<file path="src/sv/fla_pkg.sv">
// ---------------------------------------------------------------------------
// fla_pkg: shared types and constants of the free list heap allocator
// arena geometry, block table entry, controller states, commands and status
// ---------------------------------------------------------------------------
package fla_pkg;

	// arena geometry
	localparam int ARENA_BYTES        = 4096;
	localparam int ALIGN_BYTES        = 8;
	localparam int ALLOC_HEADER_BYTES = 8;
	localparam int FREE_HEADER_BYTES  = 16;
	localparam int ARENA_HEADER_BYTES = 16;
	localparam int GRAN_N             = ARENA_BYTES / ALIGN_BYTES;
	localparam int GRAN_W             = $clog2(GRAN_N);
	localparam int LINK_W             = GRAN_W + 1;
	localparam int LEN_W              = 13;
	localparam int ADDR_W             = 12;
	localparam int SIZE_W             = 12;

	localparam logic [LINK_W-1:0] LINK_NIL   = '1;
	localparam logic [LINK_W-1:0] FIRST_GRAN = LINK_W'(ARENA_HEADER_BYTES / ALIGN_BYTES);
	localparam logic [LEN_W-1:0]  FULL_LEN   = LEN_W'(ARENA_BYTES - ARENA_HEADER_BYTES);

	// fit policies
	localparam logic [1:0] POL_FIRST = 2'd0;
	localparam logic [1:0] POL_BEST  = 2'd1;
	localparam logic [1:0] POL_WORST = 2'd2;

	// result codes
	localparam logic [1:0] ST_OK         = 2'd0;
	localparam logic [1:0] ST_ALLOC_FAIL = 2'd1;
	localparam logic [1:0] ST_FREE_REJ   = 2'd2;

	// request kinds
	localparam logic REQ_ALLOC = 1'b0;
	localparam logic REQ_FREE  = 1'b1;

	// one block table entry, kept at a block's starting granule
	typedef struct packed {
		logic              is_free;
		logic [LINK_W-1:0] link;
		logic [LEN_W-1:0]  len;
	} entry_t;

	typedef enum logic [4:0] {
		S_INIT, S_IDLE,
		S_A_START, S_A_EVAL, S_A_FINISH, S_A_PREV_RD, S_A_PREV_WR, S_A_CHOSEN_WR,
		S_F_START, S_F_HEAD, S_F_CHAIN, S_F_LSTART, S_F_LIST, S_F_INS, S_F_INS2,
		S_F_NEXT, S_F_MERGE, S_F_MERGE2, S_RESP
	} state_t;

	typedef enum logic [4:0] {
		C_INIT, C_IDLE,
		C_A_START, C_A_EVAL, C_A_FINISH, C_A_PREV_RD, C_A_PREV_WR, C_A_CHOSEN_WR,
		C_F_START, C_F_HEAD, C_F_CHAIN, C_F_LSTART, C_F_LIST, C_F_INS, C_F_INS2,
		C_F_NEXT, C_F_MERGE, C_F_MERGE2, C_RESP
	} cmd_t;

	// decisions reported by the datapath
	typedef struct packed {
		logic size_zero;
		logic head_null;
		logic a_more;
		logic a_found;
		logic a_cprev_null;
		logic f_bad;
		logic f_head_full;
		logic f_chain_hit;
		logic f_chain_end;
		logic f_list_start;
		logic f_list_more;
		logic f_ins_two;
		logic f_merge;
		logic out_free;
	} stat_t;

endpackage

</file>
<file path="src/sv/fla_ctrl.sv">
// ---------------------------------------------------------------------------
// fla_ctrl: request sequencer
// steps the datapath through the list walks and table updates of each request
// ---------------------------------------------------------------------------
module fla_ctrl (
	input  logic            clk,
	input  logic            arst_n,
	input  logic            in_valid,
	input  logic            req_type,
	input  fla_pkg::stat_t  stat,
	output logic            in_ready,
	output fla_pkg::cmd_t   cmd
);

	fla_pkg::state_t state_q, state_nx;

	// state register
	always_ff @(posedge clk or negedge arst_n) begin
		if (!arst_n) state_q <= fla_pkg::S_INIT;
		else state_q <= state_nx;
	end

	// next state
	always_comb begin
		state_nx = state_q;
		unique case (state_q)
			fla_pkg::S_INIT: state_nx = fla_pkg::S_IDLE;
			fla_pkg::S_IDLE: begin
				if (in_valid)
					state_nx = (req_type == fla_pkg::REQ_FREE) ? fla_pkg::S_F_START
						: fla_pkg::S_A_START;
			end
			fla_pkg::S_A_START: begin
				priority if (stat.size_zero) state_nx = fla_pkg::S_RESP;
				else if (stat.head_null) state_nx = fla_pkg::S_A_FINISH;
				else state_nx = fla_pkg::S_A_EVAL;
			end
			fla_pkg::S_A_EVAL: if (!stat.a_more) state_nx = fla_pkg::S_A_FINISH;
			fla_pkg::S_A_FINISH: begin
				priority if (!stat.a_found) state_nx = fla_pkg::S_RESP;
				else if (stat.a_cprev_null) state_nx = fla_pkg::S_A_CHOSEN_WR;
				else state_nx = fla_pkg::S_A_PREV_RD;
			end
			fla_pkg::S_A_PREV_RD: state_nx = fla_pkg::S_A_PREV_WR;
			fla_pkg::S_A_PREV_WR: state_nx = fla_pkg::S_A_CHOSEN_WR;
			fla_pkg::S_A_CHOSEN_WR: state_nx = fla_pkg::S_RESP;
			fla_pkg::S_F_START:
				state_nx = stat.f_bad ? fla_pkg::S_RESP : fla_pkg::S_F_HEAD;
			fla_pkg::S_F_HEAD:
				state_nx = stat.f_head_full ? fla_pkg::S_RESP : fla_pkg::S_F_CHAIN;
			fla_pkg::S_F_CHAIN: begin
				priority if (stat.f_chain_hit) state_nx = fla_pkg::S_F_LSTART;
				else if (stat.f_chain_end) state_nx = fla_pkg::S_RESP;
				else state_nx = fla_pkg::S_F_CHAIN;
			end
			fla_pkg::S_F_LSTART:
				state_nx = stat.f_list_start ? fla_pkg::S_F_LIST : fla_pkg::S_F_INS;
			fla_pkg::S_F_LIST: if (!stat.f_list_more) state_nx = fla_pkg::S_F_INS;
			fla_pkg::S_F_INS:
				state_nx = stat.f_ins_two ? fla_pkg::S_F_INS2 : fla_pkg::S_F_NEXT;
			fla_pkg::S_F_INS2: state_nx = fla_pkg::S_F_NEXT;
			fla_pkg::S_F_NEXT:
				state_nx = stat.f_merge ? fla_pkg::S_F_MERGE : fla_pkg::S_RESP;
			fla_pkg::S_F_MERGE: state_nx = fla_pkg::S_F_MERGE2;
			fla_pkg::S_F_MERGE2: state_nx = fla_pkg::S_RESP;
			fla_pkg::S_RESP: if (stat.out_free) state_nx = fla_pkg::S_IDLE;
			default: state_nx = fla_pkg::S_IDLE;
		endcase
	end

	// outputs
	always_comb begin
		in_ready = 1'b0;
		cmd = fla_pkg::C_IDLE;
		unique case (state_q)
			fla_pkg::S_INIT: cmd = fla_pkg::C_INIT;
			fla_pkg::S_IDLE: begin
				cmd = fla_pkg::C_IDLE;
				in_ready = 1'b1;
			end
			fla_pkg::S_A_START: cmd = fla_pkg::C_A_START;
			fla_pkg::S_A_EVAL: cmd = fla_pkg::C_A_EVAL;
			fla_pkg::S_A_FINISH: cmd = fla_pkg::C_A_FINISH;
			fla_pkg::S_A_PREV_RD: cmd = fla_pkg::C_A_PREV_RD;
			fla_pkg::S_A_PREV_WR: cmd = fla_pkg::C_A_PREV_WR;
			fla_pkg::S_A_CHOSEN_WR: cmd = fla_pkg::C_A_CHOSEN_WR;
			fla_pkg::S_F_START: cmd = fla_pkg::C_F_START;
			fla_pkg::S_F_HEAD: cmd = fla_pkg::C_F_HEAD;
			fla_pkg::S_F_CHAIN: cmd = fla_pkg::C_F_CHAIN;
			fla_pkg::S_F_LSTART: cmd = fla_pkg::C_F_LSTART;
			fla_pkg::S_F_LIST: cmd = fla_pkg::C_F_LIST;
			fla_pkg::S_F_INS: cmd = fla_pkg::C_F_INS;
			fla_pkg::S_F_INS2: cmd = fla_pkg::C_F_INS2;
			fla_pkg::S_F_NEXT: cmd = fla_pkg::C_F_NEXT;
			fla_pkg::S_F_MERGE: cmd = fla_pkg::C_F_MERGE;
			fla_pkg::S_F_MERGE2: cmd = fla_pkg::C_F_MERGE2;
			fla_pkg::S_RESP: cmd = fla_pkg::C_RESP;
			default: cmd = fla_pkg::C_IDLE;
		endcase
	end

endmodule

</file>
<file path="config.mk">
export PLATFORM = sky130hd
export DESIGN_NAME = fla_ctrl
export DESIGN_NICKNAME = d
export VERILOG_FILES = /design/src/sv/fla_pkg.sv /design/src/sv/fla_ctrl.sv
export SDC_FILE = /design/constraint.sdc
export NUM_CORES = 1
export LEC_CHECK = 0
export BUFFER_PORTS_ARGS = -buffer_cell sky130_fd_sc_hd__buf_4
export CAP_MARGIN = 5
export CORE_MARGIN = 1.5
export CORE_UTILIZATION = 35
export DETAILED_ROUTE_END_ITERATION = 10
export PLACE_DENSITY = 0.62
export SLEW_MARGIN = 30
export SYNTH_ARGS = -nofsm -noshare
export SYNTH_HDL_FRONTEND = slang
export SYNTH_SLANG_ARGS = --single-unit
</file>
<file path="constraint.sdc">
create_clock -name clk -period 2.1 [get_ports clk]
set_input_delay 0.42 -clock clk [delete_from_list [all_inputs] [get_ports clk]]
set_output_delay 0.42 -clock clk [all_outputs]
set_load 0.02 [all_outputs]
</file>
Word level (Yosys, flattened, before mapping)
Index checks and enable logic that the tools add are counted.
{"block": "op_classes", "bitwise_logic": 0, "n_eq_ne": 22, "n_mux": 19, "n_div": 0, "magnitude_cmp": 0, "shift": 0, "n_addsub": 0, "multipliers": 0, "n_reduce_logical": 3}
{"cell": "5-bit one-hot mux with 18 select lines", "count": 1}
{"cell": "5-bit one-hot mux with 17 select lines", "count": 1}
{"cell": "5-bit 2-to-1 mux", "count": 10}
{"cell": "5-bit by 4-bit == test with 1-bit output (second input constant)", "count": 8}
{"cell": "5-bit by 3-bit == test with 1-bit output (second input constant)", "count": 4}
{"cell": "5-bit == test (second input constant)", "count": 3}
{"cell": "5-bit by 2-bit == test with 1-bit output (second input constant)", "count": 2}
{"cell": "2-bit inequality test (second input constant)", "count": 4}
{"cell": "5-bit by 1-bit == test with 1-bit output (second input constant)", "count": 1}
{"cell": "5-bit logical NOT", "count": 1}
{"cell": "2-bit 2-to-1 mux", "count": 2}
{"cell": "4-bit 2-to-1 mux", "count": 1}
{"cell": "4-bit AND reduction", "count": 1}
{"cell": "1-bit 2-to-1 mux", "count": 3}
{"cell": "3-bit 2-to-1 mux", "count": 1}
{"cell": "2-bit OR reduction", "count": 1}
{"block": "totals", "wordCells": 45, "regBits": 5, "mem_bits_rw": 0, "output_inout_bits": 6, "n_memories": 0, "rom_bits": 0, "latchBits": 0}

Longest topological paths before layout
Gate-level depths: netlist of run 1.
{"block": "logic_depth", "depth_word": 3, "mapped_depth": 6, "mapped_depth_nobuf": 5}

Worst setup path after synthesis of run 1
Ideal clock, no wire load.
{"block": "synth_path", "kind": "register to output", "startpoint": "reg state_q[2]", "endpoint": "out in_ready", "path_buffers": 2, "path_stages_with_launch": 5, "t_arrival_ns": 1.269, "path_slack_ns": 0.411, "cell_sequence": "dfrtp_1 buf_6 or3_1 buf_2 nor2_1"}
{"block": "synth_via", "elab_chain_cells": 2}
{"item": "start, declared", "line_no": "fla_ctrl.sv:15", "source": "fla_pkg::state_t state_q, state_nx;"}
{"item": "start signal, assigned", "line_no": "fla_ctrl.sv:19", "source": "if (!arst_n) state_q <= fla_pkg::S_INIT;"}
{"item": "start signal, assigned", "line_no": "fla_ctrl.sv:20", "source": "else state_q <= state_nx;"}
{"item": "5-bit by 1-bit == test with 1-bit output", "line_no": "fla_ctrl.sv:75", "source": "unique case (state_q)"}
{"item": "1-bit 2-to-1 mux", "line_no": "fla_ctrl.sv:75"}
{"item": "end, declared", "line_no": "fla_ctrl.sv:11", "source": "output logic in_ready,"}
No other way between the ends.

Final worst setup path of run 1
Ends and elaborated chain as after synthesis.

==> reports/metrics.csv, run 1 <==
stage;metric;value;unit
logic_synthesis;Synth top area share;17.48;%
logic_synthesis;leading area contributor after synthesis;dfrtp_1;
detailed_routing;DRT Pass-1 Iters;4;
cells_and_area;commonest non-fill, non-tap cells in the layout;buf_4 (29), nand2b_1 (6), a21oi_1 (6), nor2b_1 (6);
worst_setup_path;Startpoint Class;flip-flop;
cells_and_area;max reg flops;5;
global_route;all-layer global routing usage;18.75;%
floorplanning;Core Footprint;0.001942;sq mm
detailed_routing;initial DRC count;41;
pwr;pwr/cell area;1423;mW/mm^2
timing;Final Hold Viols;0;
logic_synthesis;YS warnings;0;
logic_synthesis;ys flop type;dfrtp_1;
run_status;outcome;finished, final reports clean;
global_route;initial antenna violation count;0;
clocking;CTS Buffer Depth;2;
placed_design;Cell Area, Placed;905.9;sq um
worst_setup_path;FF-to-FF Start;state_q[1];
logic_synthesis;EDFF count, synth;0;
clocking;clk_lat worst skew;0.24;ns
placed_design;routability cong.;0.8551;
cells_and_area;final instance area;942.2;sq um
logic_synthesis;sequential area share after synthesis;17.48;%
cells_and_area;Largest Register;state_q;
worst_setup_path;Crit Path Max Fanout;14;
floorplanning;io pins;24;
clocking;PostCTS Resize Cnt;0;
placed_design;HPWL after DPL;1494;um
logic_synthesis;Async SR Flop Fraction;100.0;%
worst_setup_path;Critical Path Start;state_q[2];
clocking;TritonCTS clock tree;built;
detailed_routing;DR vias;823;
worst_setup_path;Crit Path Category;reg2out;
cells_and_area;Filler cells;198;
worst_hold_path;Hold Crit Class;in2reg;
logic_synthesis;ranking of synthesized cells by area;dfrtp_1 (17%), nand2b_1 (5.2%), nor2b_1 (5.2%);
cells_and_area;area delta synth->final;31.64;%
worst_setup_path;FF-to-FF path depth;5;
floorplanning;Row Count;16;
cells_and_area;layout cells sized above 1;28.33;%
timing;final worst slack;0.1034;ns
floorplanning;Die Area;0.002325;sq mm
timing;Slew @ Worst Pin;0.4938;ns
logic_synthesis;syn_nets;115;
clocking;htree depth;1;
clocking;CTS buffer count;3;
timing;final period demand of the worst path;1.997;ns
placed_design;DP Worst Slack;0.3512;ns
worst_setup_path;R2R Path End;state_q[0];
cells_and_area;register area;125.1;sq um
timing;final setup fails;0;
cells_and_area;Diodes inserted;0;
detailed_routing;ANT nets after route;0;
worst_setup_path;Worst Path Required;1.68;ns
global_route;largest net degree at the start of global routing;17;
run;Max Cap Viol;0;
timing;Final Max Slew Viols;0;
pwr;Max VDD drop;580.6;uV
pwr;P_leak;0.3897;nW
worst_setup_path;r2r setup slk;0.31;ns
detailed_routing;drt wl/cell;13.24;um
floorplanning;die height;48.22;um
logic_synthesis;synth unique cells;39;
cells_and_area;area of the multi-input gates;514.2;sq um
worst_setup_path;Setup crit end;in_ready;
global_route;GRT overflow;0;
timing;RSZ-0062 raised after global routing;no;
placed_design;IO Port Bufs;23;
worst_setup_path;Critical Path End Type;primary output;
timing;Slew headroom;67.08;%
floorplanning;initial core utilization;36.86;%
cells_and_area;Final nets;139;
cells_and_area;final core occ;48.52;%
detailed_routing;drt drc;0;
logic_synthesis;Syn Area/Cell;7.378;sq um
timing;fin crit share;95.08;%
clocking;CTS root buffer;clkbuf_4;
clocking;clk sinks;5;
timing;clk_skew;0.005402;ns
global_route;first-pass GRT wire length;3111;um
detailed_routing;Via density;5.599;
worst_setup_path;Arr. time, crit path;1.58;ns
logic_synthesis;Netlist Area Pre-Place;715.7;sq um
logic_synthesis;number of synthesized register bits;5;
global_route;vias in the first global route;730;
detailed_routing;Total Wirelength;1946;um
timing;setup TNS;0;ns
clocking;CTS clk-pin slew, worst paths;0.05;ns
logic_synthesis;cells after synthesis;97;
timing;Achievable Freq;500.9;MHz
cells_and_area;Largest regs;state_q (5);
cells_and_area;leading cell type in the layout, fill and taps excluded;buf_4;
floorplanning;Chip Width;48.22;um
## synth_stat cells (3+ instances only)
| library cell | count |
|---|---|
| a21oi_1 | 6 |
| buf_2 | 4 |
| inv_1 | 4 |
| nor3_1 | 5 |
| o21ai_1 | 3 |
| nor2_1 | 4 |
| nand2b_1 | 6 |
| nor2b_1 | 6 |
| nor3b_1 | 5 |
| nand3_1 | 4 |
| clkbuf_1 | 5 |
| dfrtp_1 | 5 |
## metrics by stage
stage	std cells	hold slack, ns	total power, mW
after CTS	147	0.4522	1.344
after global placement	142	0.2224	1.224
final	147	0.4645	1.340
after global routing	147	0.4941	1.457
after detailed placement	142	0.2234	1.218
after floorplan	97	0.1244	0.9679
## worst min-delay path by stage
stage	from	to	cells past startpoint
after floorplan	arst_n	state_q[0]	0
after CTS	stat[10]	state_q[4]	2
final	stat[10]	state_q[4]	2
after global placement	arst_n	state_q[3]	1
after detailed placement	arst_n	state_q[0]	1
after global routing	stat[10]	state_q[4]	2
## repair_timing
action | 4_1_cts | 5_1_grt
hold endpoints to repair | 5 | 0
hold buffers | 1 | 0
buffers inserted | 0 | 0
## report_power, final
part / leakage [nW] / internal [mW] / switching [mW]
combinational: 0.310 / 0.463 / 0.495
sequential: 0.0647 / 0.142 / 0.128
clock: 0.0150 / 0.0719 / 0.0408
total: 0.390 / 0.677 / 0.664
## kinds of logic (layout without fill, tap and decap cells)
kind of cell           count (synthesis)  in the layout  share of synthesized area [%]
DFF                                    5              5                          17.48
and+or+nand+nor                       42             42                          35.49
AOI/OAI and AO/OA                     34             34                          34.97
muxes                                  1              1                          1.399
buffers and inverters                 15             38                          10.66
## critical path, cell delays in order, from the launching register on
cell and delay [ns]:
dfrtp_1 0.51, or3_1 0.53, nor2_1 0.14, buf_4 0.15
## layout make-up
class,instances,area share (%)
clock buffers,4,2.789
inverters,4,1.594
multi-input cells,77,54.58
flip-flops and latches,5,13.28
well taps,27,3.586
repair buffers,30,24.17
## routing by layer
| metal | global-route usage (%) | vias to the layer above | part of all wire (%) |
|---|---|---|---|
| li1 | - | 413 | - |
| met1 | 26.56 | 358 | 45 |
| met2 | 27.89 | 50 | 46 |
| met3 | 1.481 | 2 | 8.3 |
| met4 | 10.27 | 0 | 1.1 |
| met5 | 0 | - | 0 |
No activity file was read; power rests on OpenSTA's default activity.
==> inputs of run 2 (changes only) <==
--- a/config.mk
+++ b/config.mk
@@ -8,9 +8,9 @@
 export BUFFER_PORTS_ARGS = -buffer_cell sky130_fd_sc_hd__buf_4
 export CAP_MARGIN = 5
 export CORE_MARGIN = 1.5
-export CORE_UTILIZATION = 35
+export CORE_UTILIZATION = 49
 export DETAILED_ROUTE_END_ITERATION = 10
-export PLACE_DENSITY = 0.62
+export PLACE_DENSITY = 0.81
 export SLEW_MARGIN = 30
 export SYNTH_ARGS = -nofsm -noshare
 export SYNTH_HDL_FRONTEND = slang
==> reports/metrics.csv, run 2 (synthesis results as in run 1) <==
stage;metric;value;unit;change
run_status;outcome;finished, final reports clean;;
worst_hold_path;Hold Crit Class;in2reg;;
worst_hold_path;Min-Delay Path Depth;2;;unchanged
pwr;Net Sw Power;666.6;uW;+0.46%
timing;RSZ-0062 raised after global routing;no;;
timing;setup TNS;0;ns;unchanged
pwr;pwr/cell area;1451;mW/mm^2;+2.0%
pwr;Flop pwr share;21.6;%;+1.5 points
detailed_routing;drt drc;0;;unchanged
timing;final setup fails;0;;unchanged
detailed_routing;M1 WL;892;um;+2.4%
timing;final hold slack;0.4689;ns;+0.004448 ns
clocking;CTS clk-pin slew, worst paths;0.04;ns;about the same
detailed_routing;WL met2;891;um;+0.11%
detailed_routing;initial DRC count;33;;-20%
placed_design;routability cong.;0.9382;;+9.7%
timing;Final Hold Viols;0;;unchanged
global_route;initial antenna violation count;0;;unchanged
worst_setup_path;Crit Path Max Fanout;14;;unchanged
detailed_routing;met3 WL;131;um;-19%
timing;Final Max Slew Viols;0;;unchanged
detailed_routing;Total Wirelength;1954;um;+0.41%
clocking;CTS root buffer;clkbuf_4;;
placed_design;placed instance count;128;;-9.9%
timing;Slew headroom;70.39;%;+3.3 points
placed_design;IO Port Bufs;23;;unchanged
timing;final period demand of the worst path;2.016;ns;+0.01910 ns
worst_setup_path;FF-to-FF Start;state_q[4];;
floorplanning;die height;41.22;um;-15%
pwr;Max VDD drop;746.4;uV;+29%
detailed_routing;drt wl/cell;14.69;um;+11%
clocking;CTS buffer count;3;;unchanged
timing;Slew @ Worst Pin;0.4385;ns;-0.05528 ns
floorplanning;Row Count;13;;-3
detailed_routing;DRT Pass-1 Iters;4;;unchanged
timing;Achievable Freq;496.1;MHz;-0.95%
pwr;P_leak;0.3781;nW;-3.0%
timing;fin crit share;95.99;%;+0.91 points
pwr;Gate power share;69.3;%;-2.2 points
worst_setup_path;R2R Path End;state_q[0];;
detailed_routing;DR vias;837;;+1.7%
cells_and_area;max reg flops;5;;unchanged
global_route;vias in the first global route;733;;+0.41%
global_route;largest net degree at the start of global routing;18;;+1
pwr;Power Internal;658.7;uW;-2.7%
pwr;Sw Share;50.30;%;+0.79 points
run;Max Cap Viol;0;;unchanged
worst_setup_path;FF-to-FF path depth;4;;-1
worst_setup_path;Startpoint Class;flip-flop;;
cells_and_area;Largest Register;state_q;;
worst_setup_path;Worst Path Required;1.68;ns;about the same
floorplanning;Core Footprint;0.001334;sq mm;-31%
floorplanning;Chip Width;41.22;um;-15%
floorplanning;Die Area;0.001699;sq mm;-27%
detailed_routing;Via density;6.293;;+12%
clocking;CTS Buffer Depth;2;;unchanged
global_route;first-pass GRT wire length;2939;um;-5.5%
floorplanning;io pins;24;;unchanged
clocking;clk_lat worst skew;0.26;ns;+0.02 ns
cells_and_area;area delta synth->final;27.62;%;
worst_setup_path;Critical Path End Type;primary output;;
global_route;GRT overflow;0;;unchanged
cells_and_area;layout cells sized above 1;27.97;%;-0.37 points
detailed_routing;uppermost routed layer;met4;;
clocking;htree depth;1;;unchanged
worst_setup_path;Crit Path Category;reg2out;;
cells_and_area;Final nets;137;;-1.4%
cells_and_area;Largest regs;state_q (5);;
cells_and_area;Final Instance Count excl. Fillers;133;;-9.5%
pwr;Tot Pwr;1.325;mW;-1.1%
worst_hold_path;min-delay src;stat[10];;
pwr;clock share of power;9.0;%;+0.6 points
clocking;clk sinks;5;;unchanged
cells_and_area;commonest non-fill, non-tap cells in the layout;buf_4 (27), nand2b_1 (6), a21oi_1 (6), nor2b_1 (6);;
floorplanning;initial core utilization;53.66;%;+17 points
global_route;all-layer global routing usage;26.31;%;+7.6 points
worst_hold_path;Worst Hold Endpoint;state_q[4];;
worst_setup_path;Arr. time, crit path;1.60;ns;+0.02 ns
cells_and_area;leading cell type in the layout, fill and taps excluded;buf_4;;
timing;clk_skew;0.01032;ns;+0.004914 ns
clocking;TritonCTS clock tree;built;;
placed_design;HPWL after DPL;1424;um;-4.7%
worst_setup_path;r2r setup slk;0.29;ns;-0.02 ns
detailed_routing;ANT nets after route;0;;unchanged
cells_and_area;Diodes inserted;0;;unchanged
==> run 2: cell count changes in the layout (fill, tap and decap cells not counted) <==
cell     delta
buf_4       -2
dfrtp_1     -1
dfrtp_2     +1
==> run 2: power by group through the flow <==
stage	clock network [mW]	logic, mW	registers (mW)
floorplan	0	0.794	0.173
global placement	0	0.892	0.272
detailed placement	0	0.903	0.278
CTS	0.119	0.911	0.276
global route	0.126	0.994	0.295
finish	0.120	0.919	0.286
==> run 2: per-layer routing <==
layer  vias to the layer above  GRT usage, %
li1                        410             -
met1                       386         32.36
met2                        36         46.48
met3                         5         1.630
met4                         0         11.29
met5                         -             0
==> run 2: per-stage QoR <==
step           util [%]  area [sq um]  setup WS (ns)
2_1_floorplan         -         715.7         0.4108
3_3_place_gp      65.67         875.8         0.3707
3_5_place_dp      65.67         875.8         0.3417
4_1_cts           68.39         912.1        0.09078
5_1_grt           68.48         913.4        0.05920
6_report          68.48         913.4        0.08431
==> run 2: area by class of cell <==
type	instances	area, sq um
Sequential cell	5	126.4
Inverter	4	15.01
Multi-Input combinational cell	77	514.2
Tap cell	15	18.77
Timing Repair Buffer	28	212.7
Fill cell	109	420.4
Clock buffer	4	26.28
==> run 2: critical path, cell delays in order, from the launching register on <==
cell	delay (ns)
dfrtp_1	0.60
or3b_4	0.46
a21oi_1	0.13
buf_4	0.16
==> run 2: repair_timing <==
action / in CTS / in global routing
setup buffers: 0 / 0
hold buffers: 1 / 0
setup endpoints to repair: 0 / 1
hold endpoints to repair: 5 / 0
resized for setup: 0 / 1
==> run 2: worst max path at each step <==
stage	end	slack [ns]	depth (start not counted)	startpoint
2_1_floorplan	in_ready	0.41	4	state_q[2]
3_3_place_gp	cmd[4]	0.37	3	state_q[2]
3_5_place_dp	state_q[0]	0.34	4	state_q[2]
4_1_cts	in_ready	0.09	3	state_q[2]
5_1_grt	cmd[1]	0.06	4	state_q[0]
6_report	cmd[4]	0.08	3	state_q[4]
==> inputs of run 3 (changes only) <==
--- a/config.mk
+++ b/config.mk
@@ -5,12 +5,12 @@
 export SDC_FILE = /design/constraint.sdc
 export NUM_CORES = 1
 export LEC_CHECK = 0
-export BUFFER_PORTS_ARGS = -buffer_cell sky130_fd_sc_hd__buf_4
 export CAP_MARGIN = 5
 export CORE_MARGIN = 1.5
-export CORE_UTILIZATION = 49
+export CORE_UTILIZATION = 50
 export DETAILED_ROUTE_END_ITERATION = 10
-export PLACE_DENSITY = 0.81
+export DONT_BUFFER_PORTS = 1
+export PLACE_DENSITY = 0.68
 export SLEW_MARGIN = 30
 export SYNTH_ARGS = -nofsm -noshare
 export SYNTH_HDL_FRONTEND = slang
==> reports/metrics.csv, run 3 (synthesis results as in run 1) <==
stage;metric;value;unit;change
run_status;outcome;finished, final reports clean;;
cells_and_area;layout cells sized above 1;11.34;%;-17 points
clocking;TritonCTS clock tree;built;;
global_route;largest net degree at the start of global routing;23;;+5
detailed_routing;ANT nets after route;0;;unchanged
clocking;htree depth;1;;unchanged
run;Max Cap Viol;0;;unchanged
detailed_routing;drt wl/cell;15.65;um;+6.5%
floorplanning;initial core utilization;54.32;%;+0.66 points
cells_and_area;Diodes inserted;0;;unchanged
timing;fin crit share;94.41;%;-1.6 points
timing;clk_skew;0.002105;ns;-0.008211 ns
detailed_routing;DRT Pass-1 Iters;4;;unchanged
pwr;Sw Share;51.70;%;+1.4 points
detailed_routing;Via density;6.723;;+6.8%
timing;RSZ-0062 raised after global routing;no;;
placed_design;IO Port Bufs;0;;-100%
placed_design;routability cong.;0.8802;;-6.2%
clocking;CTS buffer count;3;;unchanged
cells_and_area;Final nets;116;;-15%
global_route;vias in the first global route;627;;-14%
floorplanning;Die Area;0.001668;sq mm;-1.8%
pwr;pwr/cell area;1615;mW/mm^2;+11%
pwr;clock share of power;8.7;%;-0.3 points
detailed_routing;drt drc;0;;unchanged
timing;Final Hold Viols;0;;unchanged
timing;final period demand of the worst path;1.983;ns;-0.03315 ns
timing;setup TNS;0;ns;unchanged
floorplanning;Row Count;13;;unchanged
cells_and_area;register area;125.1;sq um;-0.99%
timing;Slew headroom;68.56;%;-1.8 points
global_route;all-layer global routing usage;24.69;%;-1.6 points
clocking;CTS root buffer;clkbuf_4;;
detailed_routing;Total Wirelength;1753;um;-10%
worst_setup_path;Crit Path Category;reg2out;;
cells_and_area;Filler cells;146;;+34%
placed_design;HPWL after DPL;1291;um;-9.4%
worst_setup_path;Worst Path Required;1.68;ns;about the same
detailed_routing;uppermost routed layer;met4;;
pwr;Flop pwr share;21.4;%;-0.2 points
worst_setup_path;Critical Path Slowest Stage Cell;dfrtp_1;;
worst_setup_path;Crit Path Max Fanout;14;;unchanged
pwr;P_leak;0.2775;nW;-27%
global_route;GRT overflow;0;;unchanged
detailed_routing;WL met2;759;um;-15%
worst_setup_path;Critical Path, Cell by Cell;or3_1, nor2_1;;
floorplanning;die height;40.84;um;-0.92%
pwr;Tot Pwr;1.218;mW;-8.1%
floorplanning;Chip Width;40.84;um;-0.92%
global_route;initial antenna violation count;0;;unchanged
pwr;Max VDD drop;896.5;uV;+20%
worst_setup_path;Arr. time, crit path;1.56;ns;-0.04 ns
clocking;PostCTS Resize Cnt;0;;unchanged
detailed_routing;M1 WL;805;um;-9.8%
pwr;Gate power share;69.8;%;+0.5 points
worst_setup_path;Critical Path End Type;primary output;;
clocking;clk_lat worst skew;0.24;ns;-0.02 ns
cells_and_area;commonest non-fill, non-tap cells in the layout;nand2b_1 (6), a21oi_1 (6), nor2b_1 (6), buf_4 (6);;
timing;Slew @ Worst Pin;0.4716;ns;+0.03305 ns
pwr;Net Sw Power;629.9;uW;-5.5%
clocking;CTS Buffer Depth;2;;unchanged
cells_and_area;Largest Register;state_q;;
clocking;# Post-CTS Setup Buffers;0;;unchanged
worst_setup_path;slowest stage delay, CP;0.51;ns;-0.09 ns
detailed_routing;DR vias;753;;-10%
clocking;CTS clk-pin slew, worst paths;0.04;ns;about the same
detailed_routing;met3 WL;149;um;+14%
worst_hold_path;Hold Crit Class;in2reg;;
global_route;first-pass GRT wire length;2753;um;-6.3%
cells_and_area;Largest regs;state_q (5);;
cells_and_area;final core occ;57.27;%;-11 points
pwr;Power Internal;588.5;uW;-11%
cells_and_area;max reg flops;5;;unchanged
timing;final setup fails;0;;unchanged
clocking;clk sinks;5;;unchanged
cells_and_area;area of the multi-input gates;514.2;sq um;unchanged
floorplanning;Core Footprint;0.001318;sq mm;-1.2%
floorplanning;io pins;24;;unchanged
cells_and_area;area delta synth->final;5.420;%;
clocking;hold_buf cts;1;;unchanged
detailed_routing;initial DRC count;9;;-73%
timing;Final Max Slew Viols;0;;unchanged
timing;Achievable Freq;504.4;MHz;+1.7%
worst_setup_path;Startpoint Class;flip-flop;;
-- run 3: cell count changes in the layout (fill, tap and decap cells not counted), sizes merged --
cell | before | now
buf | 27 | 6
-- run 3: power by group through the flow --
stage	Combinational (mW)	Clock [mW]	Sequential, mW
final	0.851	0.107	0.261
after global routing	0.941	0.119	0.271
after CTS	0.844	0.112	0.256
after detailed placement	0.839	0	0.258
after global placement	0.823	0	0.253
after floorplan	0.794	0	0.173
-- run 3: critical path, delay by kind of cell, from the launching register on --
family | cells | cell delay [ns]
simple gates | 2 | 0.82
flops | 1 | 0.51
-- run 3: path summary, 6_finish.rpt --
kind | startpoint | end | slack, ns | cells after the start
max | state_q[4] | in_ready | 0.12 | 2
min | stat[10] | state_q[4] | 0.34 | 1
max reg2reg | state_q[4] | state_q[0] | 0.32 | 4
min reg2reg | state_q[2] | state_q[4] | 0.83 | 3
max in group asynchronous | arst_n | state_q[0] | 1.41 | 1
min in group asynchronous | arst_n | state_q[1] | 0.48 | 1
-- run 3: cell type report --
cell class / count / share of cell area [%]
tap: 15 / 2.488
multi-input combinational: 77 / 68.16
clock buffer: 4 / 3.483
sequential: 5 / 16.58
inverter: 4 / 1.990
timing repair buffer: 7 / 7.297
-- run 3: metrics by stage --
stage          area (sq um)  cells  hold WS, ns  setup slack [ns]
2_1_floorplan         715.7     97       0.1244            0.4108
3_3_place_gp          718.2    107       0.1245            0.3831
3_5_place_dp          718.2    107       0.1245            0.3424
4_1_cts               754.5    112       0.3274            0.1195
5_1_grt               754.5    112       0.3450           0.03675
6_report              754.5    112       0.3352            0.1175
-- run 3: routing by layer --
layer / global-route usage (%) / vias to the layer above
met1: 33.66 / 344
met3: 9.239 / 4
li1: - / 369
met5: 0 / -
met4: 4.167 / 0
met2: 37.11 / 36
